[config.mk]
export PLATFORM = sky130hd
export DESIGN_NAME = wrapping_tick_unwrap_and_scale_unit
export DESIGN_NICKNAME = d
export VERILOG_FILES = /design/src/rtl/wtus_pkg.sv /design/src/rtl/wtus_fifo.sv /design/src/rtl/wtus_div.sv /design/src/rtl/wtus_front.sv /design/src/rtl/wtus_back.sv /design/src/rtl/wrapping_tick_unwrap_and_scale_unit.sv
export SDC_FILE = /design/constraint.sdc
export NUM_CORES = 2
export LEC_CHECK = 0
export BUFFER_PORTS_ARGS = -buffer_cell sky130_fd_sc_hd__buf_2
export CORE_UTILIZATION = 45
export DETAILED_ROUTE_END_ITERATION = 8
export PLACE_DENSITY_LB_ADDON = 0.1
export SYNTH_ARGS = -nofsm -noshare
export SYNTH_HDL_FRONTEND = slang
export SYNTH_SLANG_ARGS = --single-unit
[constraint.sdc]
create_clock -name clk_i -period 7.8 [get_ports clk_i]
set_input_delay 1.56 -clock clk_i [delete_from_list [all_inputs] [get_ports clk_i]]
set_output_delay 1.56 -clock clk_i [all_outputs]
set_load 0.01 [all_outputs]
[src/rtl/wtus_pkg.sv]
// Shared types and constants of the tick unwrap and scale block.
// No dependencies; used by all rtl modules through scoped names.
package wtus_pkg;

  localparam int unsigned SAMPLE_W  = 32;  // tick_sample port width
  localparam int unsigned TPS_W     = 20;  // ticks_per_second width
  localparam int unsigned TIME_W    = 63;  // accumulated ticks and result width
  localparam int unsigned DAY_W     = 17;
  localparam int unsigned LIMIT_W   = TPS_W + DAY_W;
  localparam int unsigned DIV_DW    = 64;  // divider dividend / quotient width
  localparam int unsigned NS_W      = 30;
  localparam int unsigned SEC_LIM_W = 34;
  localparam int unsigned MUL_W     = SEC_LIM_W / 2;  // partial product slice
  localparam int unsigned Q_DEPTH   = 2;

  localparam logic [TPS_W-1:0]     TPS_RESET       = TPS_W'(100);
  localparam logic [DAY_W-1:0]     SECONDS_PER_DAY = DAY_W'(86400);
  localparam logic [NS_W-1:0]      NS_PER_SEC      = NS_W'(1000000000);
  // Largest whole-second count whose nanosecond value can still fit 63 bits.
  localparam logic [SEC_LIM_W-1:0] SEC_LIMIT       = SEC_LIM_W'(64'd9223372036);
  localparam logic [TIME_W-1:0]    TIME_MAX        = {TIME_W{1'b1}};

  // One accumulated result handed from front to back.
  typedef struct packed {
    logic [TIME_W-1:0] acc;
    logic              jump;
  } q_entry_t;

  typedef struct packed {
    logic              start;
    logic [DIV_DW-1:0] dividend;
  } div_req_t;

  typedef struct packed {
    logic              done;
    logic [DIV_DW-1:0] quot;
    logic [TPS_W-1:0]  rem;
  } div_rsp_t;

endpackage

[src/rtl/wtus_fifo.sv]
// Short queue between the front (accumulate) and back (scale) stages.
// Depends on wtus_pkg for the entry type and depth.
module wtus_fifo (
  input  logic                clk_i,
  input  logic                rst_ni,
  input  logic                push_valid_i,
  output logic                push_ready_o,
  input  wtus_pkg::q_entry_t  push_entry_i,
  output logic                pop_valid_o,
  input  logic                pop_ready_i,
  output wtus_pkg::q_entry_t  pop_entry_o
);

  localparam int unsigned PTR_W = (wtus_pkg::Q_DEPTH > 1) ? $clog2(wtus_pkg::Q_DEPTH) : 1;
  localparam int unsigned CNT_W = $clog2(wtus_pkg::Q_DEPTH + 1);

  wtus_pkg::q_entry_t mem_q [wtus_pkg::Q_DEPTH];
  logic [PTR_W-1:0]   wr_ptr_q, rd_ptr_q;
  logic [CNT_W-1:0]   cnt_q, cnt_d;
  logic               push, pop;

  assign push_ready_o = (cnt_q != CNT_W'(wtus_pkg::Q_DEPTH));
  assign pop_valid_o  = (cnt_q != '0);
  assign push         = push_valid_i && push_ready_o;
  assign pop          = pop_valid_o && pop_ready_i;
  assign pop_entry_o  = mem_q[rd_ptr_q];

  function automatic logic [PTR_W-1:0] ptr_inc(input logic [PTR_W-1:0] p);
    logic [PTR_W-1:0] r;
    if (p == PTR_W'(wtus_pkg::Q_DEPTH - 1)) begin
      r = '0;
    end else begin
      r = p + PTR_W'(1);
    end
    return r;
  endfunction

  always_comb begin
    cnt_d = cnt_q;
    if (push && !pop) begin
      cnt_d = cnt_q + CNT_W'(1);
    end else if (pop && !push) begin
      cnt_d = cnt_q - CNT_W'(1);
    end
  end

  always_ff @(posedge clk_i or negedge rst_ni) begin
    if (!rst_ni) begin
      wr_ptr_q <= '0;
      rd_ptr_q <= '0;
      cnt_q    <= '0;
    end else begin
      cnt_q <= cnt_d;
      if (push) begin
        wr_ptr_q <= ptr_inc(wr_ptr_q);
      end
      if (pop) begin
        rd_ptr_q <= ptr_inc(rd_ptr_q);
      end
    end
  end

  always_ff @(posedge clk_i) begin
    if (push) begin
      mem_q[wr_ptr_q] <= push_entry_i;
    end
  end

endmodule

[src/rtl/wtus_div.sv]
// Iterative unsigned divider, radix 4 (two quotient bits per cycle).
// Depends on wtus_pkg for widths and request/response types.
module wtus_div (
  input  logic                       clk_i,
  input  logic                       rst_ni,
  input  wtus_pkg::div_req_t         req_i,
  input  logic [wtus_pkg::TPS_W-1:0] divisor_i,
  output wtus_pkg::div_rsp_t         rsp_o
);

  localparam int unsigned DW    = wtus_pkg::DIV_DW;
  localparam int unsigned RW    = wtus_pkg::TPS_W;
  localparam int unsigned STEPS = DW / 2;
  localparam int unsigned CW    = $clog2(STEPS);

  logic [RW-1:0] rem_q, rem_d;
  logic [DW-1:0] quo_q, quo_d;
  logic [CW-1:0] cnt_q;
  logic          busy_q, done_q;

  logic [RW:0]   r1, r2, dv;
  logic [RW-1:0] r1a;
  logic          q1, q2;

  // Two restoring steps; the partial remainder stays below the divisor.
  always_comb begin
    dv  = {1'b0, divisor_i};
    r1  = {rem_q, quo_q[DW-1]};
    q1  = (r1 >= dv);
    r1a = q1 ? RW'(r1 - dv) : r1[RW-1:0];
    r2  = {r1a, quo_q[DW-2]};
    q2  = (r2 >= dv);
    rem_d = q2 ? RW'(r2 - dv) : r2[RW-1:0];
    quo_d = {quo_q[DW-3:0], q1, q2};
  end

  always_ff @(posedge clk_i or negedge rst_ni) begin
    if (!rst_ni) begin
      busy_q <= 1'b0;
      done_q <= 1'b0;
      cnt_q  <= '0;
      rem_q  <= '0;
      quo_q  <= '0;
    end else begin
      done_q <= 1'b0;
      if (busy_q) begin
        rem_q <= rem_d;
        quo_q <= quo_d;
        cnt_q <= cnt_q - CW'(1);
        if (cnt_q == '0) begin
          busy_q <= 1'b0;
          done_q <= 1'b1;
        end
      end else if (req_i.start) begin
        rem_q  <= '0;
        quo_q  <= req_i.dividend;
        cnt_q  <= CW'(STEPS - 1);
        busy_q <= 1'b1;
      end
    end
  end

  assign rsp_o.done = done_q;
  assign rsp_o.quot = quo_q;
  assign rsp_o.rem  = rem_q;

endmodule

[src/rtl/wtus_front.sv]
// Front stage: takes tick samples, unwraps the step, checks the one-day
// jump limit and accumulates. Depends on wtus_pkg; feeds wtus_fifo.
module wtus_front #(
  parameter int unsigned SAMPLE_BITS = 32
) (
  input  logic                                 clk_i,
  input  logic                                 rst_ni,
  input  logic                                 in_valid_i,
  output logic                                 in_ready_o,
  input  logic signed [wtus_pkg::SAMPLE_W-1:0] tick_sample_i,
  input  logic [wtus_pkg::TPS_W-1:0]           tps_i,
  output logic                                 push_valid_o,
  input  logic                                 push_ready_i,
  output wtus_pkg::q_entry_t                   push_entry_o
);

  localparam int unsigned SW = SAMPLE_BITS;
  localparam int unsigned AW = wtus_pkg::TIME_W;
  localparam int unsigned LW = wtus_pkg::LIMIT_W;

  typedef enum logic [1:0] {F_IDLE, F_STEP, F_ACC} state_e;

  state_e         state_q;
  logic [SW-1:0]  now_q, prev_q, step_q;
  logic [AW-1:0]  acc_q;
  logic [LW-1:0]  limit_q, limit_d;

  logic [SW:0]    diff;
  logic           add_half;
  logic [SW-1:0]  step_d;
  logic [AW:0]    sum;
  logic [AW-1:0]  acc_add;
  logic           jump;

  assign limit_d = LW'(tps_i) * LW'(wtus_pkg::SECONDS_PER_DAY);

  // Step in SW+1 bits. Adding half the range flips the top bit; a step below
  // minus half needs a full range added, which the low bits already show.
  always_comb begin
    diff     = {now_q[SW-1], now_q} - {prev_q[SW-1], prev_q};
    add_half = diff[SW] & diff[SW-1];
    step_d   = {diff[SW-1] ^ add_half, diff[SW-2:0]};
  end

  always_comb begin
    jump    = (LW'(step_q) > limit_q);
    sum     = {1'b0, acc_q} + (AW + 1)'(step_q);
    acc_add = sum[AW] ? wtus_pkg::TIME_MAX : sum[AW-1:0];
    push_entry_o.acc  = jump ? acc_q : acc_add;
    push_entry_o.jump = jump;
  end

  assign in_ready_o   = (state_q == F_IDLE);
  assign push_valid_o = (state_q == F_ACC);

  always_ff @(posedge clk_i or negedge rst_ni) begin
    if (!rst_ni) begin
      state_q <= F_IDLE;
      now_q   <= '0;
      prev_q  <= '0;
      step_q  <= '0;
      acc_q   <= '0;
      limit_q <= '0;
    end else begin
      limit_q <= limit_d;
      unique case (state_q)
        F_IDLE: begin
          if (in_valid_i) begin
            now_q   <= tick_sample_i[SW-1:0];
            state_q <= F_STEP;
          end
        end
        F_STEP: begin
          step_q  <= step_d;
          state_q <= F_ACC;
        end
        F_ACC: begin
          if (push_ready_i) begin
            if (!jump) begin
              acc_q  <= acc_add;
              prev_q <= now_q;
            end
            state_q <= F_IDLE;
          end
        end
        default: state_q <= F_IDLE;
      endcase
    end
  end

endmodule

[src/rtl/wtus_back.sv]
// Back stage: scales the accumulated count into seconds and nanoseconds
// using the shared divider, and holds the result register.
// Depends on wtus_pkg; drives wtus_div, reads wtus_fifo.
module wtus_back (
  input  logic                        clk_i,
  input  logic                        rst_ni,
  input  logic                        pop_valid_i,
  output logic                        pop_ready_o,
  input  wtus_pkg::q_entry_t          pop_entry_i,
  output wtus_pkg::div_req_t          div_req_o,
  input  wtus_pkg::div_rsp_t          div_rsp_i,
  output logic                        out_valid_o,
  input  logic                        out_ready_i,
  output logic [wtus_pkg::TIME_W-1:0] time_ns_o,
  output logic [wtus_pkg::TIME_W-1:0] time_seconds_o,
  output logic                        jump_error_o
);

  localparam int unsigned TW  = wtus_pkg::TIME_W;
  localparam int unsigned DW  = wtus_pkg::DIV_DW;
  localparam int unsigned RW  = wtus_pkg::TPS_W;
  localparam int unsigned NW  = wtus_pkg::NS_W;
  localparam int unsigned MW  = wtus_pkg::MUL_W;
  localparam int unsigned RPW = RW + NW;
  localparam int unsigned PPW = MW + NW;

  typedef enum logic [2:0] {
    B_IDLE, B_DIV1, B_MUL1, B_DIV2, B_MULA, B_MULB, B_SUM, B_OUT
  } state_e;

  state_e             state_q;
  wtus_pkg::div_req_t req_q;
  logic               jump_q, sat_q, out_valid_q, jump_out_q;
  logic [TW-1:0]      secs_q, ns_out_q, secs_out_q;
  logic [RW-1:0]      rem_q;
  logic [NW-1:0]      frac_q;
  logic [DW-1:0]      prod_q, sum_q;

  logic [RPW-1:0]     rem_ns;
  logic [PPW-1:0]     mul_lo, mul_hi;
  logic [TW-1:0]      ns_val;
  logic               out_free;

  assign rem_ns   = RPW'(rem_q) * RPW'(wtus_pkg::NS_PER_SEC);
  assign mul_lo   = PPW'(secs_q[MW-1:0]) * PPW'(wtus_pkg::NS_PER_SEC);
  assign mul_hi   = PPW'(secs_q[2*MW-1:MW]) * PPW'(wtus_pkg::NS_PER_SEC);
  assign ns_val   = (sat_q || sum_q[DW-1]) ? wtus_pkg::TIME_MAX : sum_q[TW-1:0];
  assign out_free = !out_valid_q || out_ready_i;

  assign pop_ready_o    = (state_q == B_IDLE);
  assign div_req_o      = req_q;
  assign out_valid_o    = out_valid_q;
  assign time_ns_o      = ns_out_q;
  assign time_seconds_o = secs_out_q;
  assign jump_error_o   = jump_out_q;

  always_ff @(posedge clk_i or negedge rst_ni) begin
    if (!rst_ni) begin
      state_q     <= B_IDLE;
      req_q       <= '0;
      jump_q      <= 1'b0;
      sat_q       <= 1'b0;
      secs_q      <= '0;
      rem_q       <= '0;
      frac_q      <= '0;
      prod_q      <= '0;
      sum_q       <= '0;
      out_valid_q <= 1'b0;
      ns_out_q    <= '0;
      secs_out_q  <= '0;
      jump_out_q  <= 1'b0;
    end else begin
      req_q.start <= 1'b0;
      if (out_valid_q && out_ready_i) begin
        out_valid_q <= 1'b0;
      end
      unique case (state_q)
        B_IDLE: begin
          if (pop_valid_i) begin
            req_q.start    <= 1'b1;
            req_q.dividend <= DW'(pop_entry_i.acc);
            jump_q         <= pop_entry_i.jump;
            state_q        <= B_DIV1;
          end
        end
        B_DIV1: begin
          if (div_rsp_i.done) begin
            secs_q  <= div_rsp_i.quot[TW-1:0];
            rem_q   <= div_rsp_i.rem;
            state_q <= B_MUL1;
          end
        end
        B_MUL1: begin
          // Fraction dividend: remainder scaled to nanoseconds.
          req_q.start    <= 1'b1;
          req_q.dividend <= DW'(rem_ns);
          state_q        <= B_DIV2;
        end
        B_DIV2: begin
          if (div_rsp_i.done) begin
            frac_q  <= div_rsp_i.quot[NW-1:0];
            state_q <= B_MULA;
          end
        end
        B_MULA: begin
          prod_q  <= DW'(mul_lo);
          state_q <= B_MULB;
        end
        B_MULB: begin
          prod_q  <= prod_q + (DW'(mul_hi) << MW);
          state_q <= B_SUM;
        end
        B_SUM: begin
          sum_q   <= prod_q + DW'(frac_q);
          sat_q   <= (secs_q > TW'(wtus_pkg::SEC_LIMIT));
          state_q <= B_OUT;
        end
        B_OUT: begin
          if (out_free) begin
            out_valid_q <= 1'b1;
            ns_out_q    <= ns_val;
            secs_out_q  <= secs_q;
            jump_out_q  <= jump_q;
            state_q     <= B_IDLE;
          end
        end
        default: state_q <= B_IDLE;
      endcase
    end
  end

endmodule

[src/rtl/wrapping_tick_unwrap_and_scale_unit.sv]
// Top level of the wrapping tick unwrap and scale block.
// Depends on wtus_pkg, wtus_front, wtus_fifo, wtus_back and wtus_div.
//
// Usage:
//   Input channel (in_valid_i / in_ready_o / tick_sample_i) takes one raw
//   counter sample per item. The front unwraps the step from the previous
//   sample, flags steps longer than one day of ticks as jump errors and
//   adds valid steps to a saturating 63-bit tick count.
//   Output channel (out_valid_o / out_ready_i) returns one item per sample:
//   time_ns_o, time_seconds_o and jump_error_o.
//   Config channel (cfg_valid_i / cfg_ready_o / cfg_data_i) writes
//   ticks_per_second; write it only while no item is in flight.
//   Pacing: set by the back stage, which runs two 32-step radix-4 divisions
//   on the shared divider per item (whole seconds, then the nanosecond
//   fraction) and takes no new item until its last result is registered.
//   The front takes a new sample only once the last one is pushed, and
//   runs ahead through a two-entry queue.
//   Reset: tick count and previous sample clear to zero, tick rate to 100.
//   Receiver stall: the result register holds; the back stage finishes the
//   next item and waits; the front keeps accepting until the queue is full.
module wrapping_tick_unwrap_and_scale_unit #(
  parameter int unsigned SAMPLE_BITS = 32  // sample bits in use, 16 to 32
) (
  input  logic                                 clk_i,
  input  logic                                 rst_ni,
  input  logic                                 in_valid_i,
  output logic                                 in_ready_o,
  input  logic signed [wtus_pkg::SAMPLE_W-1:0] tick_sample_i,
  output logic                                 out_valid_o,
  input  logic                                 out_ready_i,
  output logic [wtus_pkg::TIME_W-1:0]          time_ns_o,
  output logic [wtus_pkg::TIME_W-1:0]          time_seconds_o,
  output logic                                 jump_error_o,
  input  logic                                 cfg_valid_i,
  output logic                                 cfg_ready_o,
  input  logic [wtus_pkg::TPS_W-1:0]           cfg_data_i
);

  logic [wtus_pkg::TPS_W-1:0] tps_q, tps_eff;

  logic                 push_valid, push_ready;
  wtus_pkg::q_entry_t   push_entry;
  logic                 pop_valid, pop_ready;
  wtus_pkg::q_entry_t   pop_entry;
  wtus_pkg::div_req_t   div_req;
  wtus_pkg::div_rsp_t   div_rsp;

  // Config register; always ready.
  assign cfg_ready_o = 1'b1;

  always_ff @(posedge clk_i or negedge rst_ni) begin
    if (!rst_ni) begin
      tps_q <= wtus_pkg::TPS_RESET;
    end else if (cfg_valid_i) begin
      tps_q <= cfg_data_i;
    end
  end

  // A zero rate scales as one tick per second.
  assign tps_eff = (tps_q == '0) ? wtus_pkg::TPS_W'(1) : tps_q;

  wtus_front #(
    .SAMPLE_BITS (SAMPLE_BITS)
  ) u_front (
    .clk_i         (clk_i),
    .rst_ni        (rst_ni),
    .in_valid_i    (in_valid_i),
    .in_ready_o    (in_ready_o),
    .tick_sample_i (tick_sample_i),
    .tps_i         (tps_eff),
    .push_valid_o  (push_valid),
    .push_ready_i  (push_ready),
    .push_entry_o  (push_entry)
  );

  wtus_fifo u_fifo (
    .clk_i        (clk_i),
    .rst_ni       (rst_ni),
    .push_valid_i (push_valid),
    .push_ready_o (push_ready),
    .push_entry_i (push_entry),
    .pop_valid_o  (pop_valid),
    .pop_ready_i  (pop_ready),
    .pop_entry_o  (pop_entry)
  );

  wtus_back u_back (
    .clk_i          (clk_i),
    .rst_ni         (rst_ni),
    .pop_valid_i    (pop_valid),
    .pop_ready_o    (pop_ready),
    .pop_entry_i    (pop_entry),
    .div_req_o      (div_req),
    .div_rsp_i      (div_rsp),
    .out_valid_o    (out_valid_o),
    .out_ready_i    (out_ready_i),
    .time_ns_o      (time_ns_o),
    .time_seconds_o (time_seconds_o),
    .jump_error_o   (jump_error_o)
  );

  wtus_div u_div (
    .clk_i     (clk_i),
    .rst_ni    (rst_ni),
    .req_i     (div_req),
    .divisor_i (tps_eff),
    .rsp_o     (div_rsp)
  );

endmodule

* Yosys cells after proc, flatten, opt, wreduce, memory -nomap -nowiden
Memories as Yosys holds them, arrays and structs flattened.
Index checks and enable logic that the tools add are counted.
W data, S select, Z words.
** Word-level totals
- Memory bits (writable) :: 128
- Bits in registers :: 745
- Latch bits :: 0
- Output and inout bits :: 130
- Memories :: 1
- Memory bits (read-only) :: 0
- Bits of input ports :: 57
** Operators by class
- Div/mod/pow operators :: 0
- Shifts and indexed selects :: 0
- Muxes and demuxes :: 37
- Reductions and logical operators :: 29
- $lt $le $gt $ge :: 4
- Eq/ne operators :: 16
- Multiply operators :: 4
- Bitwise gates (word level) :: 3
- Add/subtract/negate cells :: 11
** Memory list
- u_fifo.mem_q :: words 2, bits a word 64, rd ports 1, clocked after memory_dff 0, wr ports 1, line wtus_fifo.sv:17 : wtus_pkg::q_entry_t mem_q [wtus_pkg::Q_DEPTH];
** Operators with widths (number)
- $mux W63 :: 3
- $pmux W65 S2 :: 1
- $mux W64 :: 2
- $pmux W64 S2 :: 1
- $mux W20 :: 5
- $mul A17 B21 Y38 const B :: 2
- $mux W65 :: 1
- $add A63 B32 Y64 :: 1
- $add A64 B30 Y64 :: 1
- $add A64 B64 Y64 :: 1
- $gt A63 B34 Y1 const B :: 1
- $ge A21 B20 Y1 :: 2
- $mul A20 B21 Y41 const B :: 1
- $sub A20 B20 Y20 :: 2
- $gt A32 B37 Y1 :: 1
- $sub A32 B32 Y33 :: 1
- $mul A20 B10 Y30 const B :: 1
- $pmux W3 S8 :: 1
- $logic_not A20 Y1 :: 1
- $reduce_and A2 Y1 :: 8
- $eq A3 B3 Y1 const B :: 4
- $mux W1 :: 12
- $mux W3 :: 4
- $mux W5 :: 2
- 24 further kinds :: 45

* Logic depth before layout (Yosys ltp)
- Word-level depth :: 7
- Gate-level depth with buffers :: 34
- Gate-level depth less buffers :: 34

* By module
A second synthesis with hierarchy kept.
** Unflattened totals
- Cell total of the unflattened synthesis :: 7035
- Area, all modules :: 69892.0 µm²
** Modules (own cells, without submodules)
- wtus_back :: cells each 4207, instances 1, area an instance 41731.3 µm²
- wtus_front :: cells each 1770, instances 1, area an instance 15467.3 µm²
- wtus_div :: cells each 770, instances 1, area an instance 6781.5 µm²
- wtus_fifo :: cells each 217, instances 1, area an instance 5018.6 µm²
- wrapping_tick_unwrap_and_scale_unit :: cells each 71, instances 1, area an instance 893.4 µm²

* Worst setup path after synthesis
Ideal clock, no wire load.
- Kind :: register to register
- Start :: register u_back.secs_q[22]
- End :: register u_back.prod_q[61]
- Data arrival time :: 7.315 ns
- Setup time :: 0.136 ns
- Cell stages (with the launch flop) :: 32
- Slack :: 0.349 ns
- Clock period less this slack :: 7.451 ns
- Path through :: dfrtp_1 ha_1 inv_1 fa_1 fa_1 inv_1 fa_1 fa_1 inv_1 fa_1 inv_1 ha_1 a22oi_1 nand3b_1 a211oi_1 nor2_1 nand2_1 o21ai_0 a21oi_1 xnor2_1 ha_1 clkbuf_1 a21o_1 a31oi_1 o21ai_0 or4b_1 a311oi_1 o21ai_1 a211o_1 a21oi_1 xor2_1 o31ai_1
** Between the ends
- Longest elaborated chain between the ends :: 3
** RTL lines
- start, declared :: line wtus_back.sv:34 : logic [TW-1:0] secs_q, ns_out_q, secs_out_q;
- start signal, assigned :: line wtus_back.sv:88 : secs_q <= div_rsp_i.quot[TW-1:0];
- $mul A17 B21 Y38 :: line wtus_back.sv:46 : assign mul_hi = PPW'(secs_q[2*MW-1:MW]) * PPW'(wtus_pkg::NS_PER_SEC);
- $add A64 B64 Y64 :: line wtus_back.sv:110 : prod_q <= prod_q + (DW'(mul_hi) << MW);
- $pmux W64 S2 :: line wtus_back.sv:77 : unique case (state_q)
- end signal, assigned :: line wtus_back.sv:106 : prod_q <= DW'(mul_lo);
- end signal, assigned :: line wtus_back.sv:110
- end, declared :: line wtus_back.sv:37 : logic [DW-1:0] prod_q, sum_q;
Every way passes these cells.
A chain may end at the register's enable or synchronous reset.

* Final worst setup path
Ends and elaborated chain as after synthesis.

==> impl_results.md <==
* CP Data Required Time at 8.38 ns
* Switching power of the nets at 0.01686 W
* CTS Root Cell: clkbuf_16
* Flops & latches, synth at 863
* Final setup vio count at 0
* Reg-to-reg slack, setup at 0.22 ns
* Die W at 390.0 um
* Post-synth EDFFs at 128
* Clock sinks at 863
* Syn Inst Count at 6741
* Total chip power at 0.03546 W
* Number of global-route vias before repair at 48530
* Hold Buf Count CTS at 0
* Max_slew headroom at 23.86%
* Worst EP arrival at 8.16 ns
* Net Count, Synth at 8103
* IO Count at 187
* Nets at 8320
* WL/cell at 19.97 um
* Row Count at 142
* Fmax at 0.1319 GHz
* Fin. Hold Viols at 0
* Hold Path Sink: u_back.sum_q[18]
* HP Class: flop to flop
* Hold wc startpoint: u_back.sum_q[18]
* First-pass GRT wire length at 285100 um
* Most frequent cells in the layout: 955 x inv_1, 792 x ha_1, 722 x dfrtp_1, 563 x nand2_1, 505 x fa_1
* Min Tclk post-route at 7.584 ns
* Fill count at 13980
* R2r endpoint: u_back.prod_q[61]
* Routed Antenna Nets at 0
* Final setup margin at 0.2163 ns
* Core ar. at 149600 um^2
* Sequential power share at 21.9%
* Layout area overhead at 11.13%
* Count of warnings emitted by yosys at 0
* Leakage power at 38.14 nW
* Clock latency on the worst-skew pair at 0.72 ns
* GRT Total Usage at 24.08%
* Ys async rst share at 85.17%
* Count of cells along the worst hold path at 2
* Total Die Area at 152100 um^2
* TritonCTS clock tree: built
* Delay-heaviest family, CP: adder cells
* CP most frequent cell: fa_1
* Crit share post-route at 97.23%
* CP endpoint kind: flop
* Chip height at 390.0 um
* Initial Utilization at 45.29%
* Crit Path Category: flop to flop
* Max cap viols at 0
* Finished Cell Area at 75300 um^2
* Slew @ Worst Pin at 1.138 ns
* Final Max Slew Viols at 0
* RR Startpoint: u_back.secs_q[22]
* Clk_skew at 0.03667 ns
* Core Util, Final at 50.33%
* Placer Congestion at 0.9363
* Drt via density at 5.238
* DR iter-0 viols at 2316
* WL final at 181000 um
* Overflow after GRT at 0
* TritonCTS buffer count at 101
* Most common cell after layout, fill and taps aside: inv_1
* Synth unique cells at 87
* Largest net degree at the start of global routing at 150
* Bufs on Longest Clock Path at 3
* Power share of the combinational group at 64.2%
* Clock-pin slew on the worst setup and hold paths at 0.07 ns
* Sum of net half-perimeters after detailed placement at 143600 um
* Peak VDD IR at 0.2393 mV
* Critical Path Fanout Max at 4
* PortBufs at 185
* Clock power share at 13.9%
* Mapped cell area at 67750 um^2
* Status: finished clean
* Delay of the slowest critical-path stage at 0.58 ns
* Vias post-DR at 47470
* RSZ-0062 raised after global routing: yes
* Syn Area/Cell at 10.05 um^2
* Cell internal pwr at 0.01860 W
* Post-synthesis sequential area ratio at 32.82%
* Fin Hold WS at 0.4792 ns
* Sum of buffers and inverters on the critical path at 4
* Area after DPL at 71550 um^2
* Switching share of power at 47.55%
* Top_reg_cell synth: dfrtp_1
* Drt pass-1 iters at 5
* H-Tree Depth at 3
* Slowest-stage cell, CP: or4b_4
* Crit path launch type: flop
* Pwr dens at 471.0 nW/um^2
* Layout cell share with drive strength beyond 1 at 11.41%
* Drt drc at 0
* Reg2reg path depth at 30
* Setup Slack @ Placement at -0.1380 ns
* Initial antenna violation count at 2
[registers in the layout, indices dropped and copies added, names as in the netlist, 55 cells and up]
name and cells:
u_div.quo_q 64, u_back.div_req_o 64, u_back.time_seconds_o 63, u_back.time_ns_o 63, u_fifo.mem_q 128, u_back.sum_q 64, u_front.acc_q 63, u_back.secs_q 63
u_back.prod_q 55
[cell families after synthesis]
logic type / after synthesis / synth area share (%)
buffers and inverters: 1171 / 6.530
AOI/OAI and AO/OA: 1303 / 11.74
DFF: 863 / 32.82
xor gates and xnor gates: 313 / 4.046
muxes: 369 / 5.843
and+or+nand+nor: 1416 / 9.320
other: 1 / 0.005535
adders and majority gates: 1305 / 29.69
[area by class of cell]
| class | count | area [um^2] | area share [%] |
|---|---|---|---|
| diodes | 1 | 2.502 | 0.003323 |
| inverters | 958 | 3596 | 4.776 |
| repair buffers | 327 | 2068 | 2.747 |
| well taps | 2016 | 2522 | 3.350 |
| flip-flops and latches | 863 | 22260 | 29.56 |
| clock inverters | 58 | 655.6 | 0.8707 |
| clock buffers | 132 | 2806 | 3.727 |
| multi-input cells | 4707 | 41390 | 54.96 |
[worst max-delay path by stage]
stage / startpoint / depth (start not counted) / slack [ns] / end
finish: u_back.secs_q[22] / 30 / 0.22 / u_back.prod_q[61]
global route: u_back.secs_q[22] / 30 / -0.13 / u_back.prod_q[61]
global placement: u_back.secs_q[22] / 30 / -0.07 / u_back.prod_q[61]
detailed placement: u_back.secs_q[24] / 30 / -0.14 / u_back.prod_q[61]
floorplan: u_back.secs_q[22] / 31 / 0.35 / u_back.prod_q[61]
CTS: u_back.secs_q[24] / 27 / 0.02 / u_back.prod_q[61]
[tightest hold or removal path, delay by kind of cell, from the launching register on]
family / cells / cell delay (ns)
AO/OA/AOI/OAI: 1 / 0.06
flip-flops: 1 / 0.34
AND/OR/NAND/NOR: 1 / 0.05
[Yosys cell counts, types with 50 or more instances]
cell        n  share of area (%)
inv_1     957                5.3
ha_1      800                 15
dfrtp_1   732                 27
nand2_1   564                3.1
fa_1      505                 15
o21ai_0   412                3.0
nor2_1    399                2.2
a21oi_1   342                2.5
mux2_2    211                3.5
clkbuf_1  193                1.1
xnor2_1   191                2.5
mux2i_1   157                2.3
a21o_1    128                1.4
edfxtp_1  128                5.7
xor2_1    122                1.6
a31oi_1   100               0.92
nand3_1    92               0.68
nor3_1     72               0.53
nand2b_1   50               0.46
[power by group through the flow]
stage / clock [W] / combinational [W] / sequential [W]
2_1_floorplan: 0 / 0.0166 / 0.00726
3_3_place_gp: 0 / 0.0225 / 0.00783
3_5_place_dp: 0 / 0.0227 / 0.00786
4_1_cts: 0.00508 / 0.0229 / 0.00778
5_1_grt: 0.00525 / 0.0257 / 0.00794
6_report: 0.00493 / 0.0228 / 0.00775
[through the flow]
step,std cells,TNS (ns)
floorplan,6741,0
global placement,8864,-0.1341
detailed placement,8864,-0.3071
CTS,9054,0
global route,9061,-0.2710
finish,9062,0
[metal layers]
layer / vias up / wire length (um) / track usage [%]
met2: 691 / 88480 / 41.29
met1: 23330 / 82070 / 32.24
li1: 23230 / - / -
met5: - / 0 / 0
met3: 219 / 5168 / 2.245
met4: 0 / 5230 / 7.173
[what timing repair did]
item                       CTS  global route
setup buffers                0             7
gates cloned                 0             0
pin swaps                    0            39
gates resized for setup      3            58
hold endpoints to repair     0             0
setup endpoints to repair    3            10
Power figures use the tool's default switching activity.
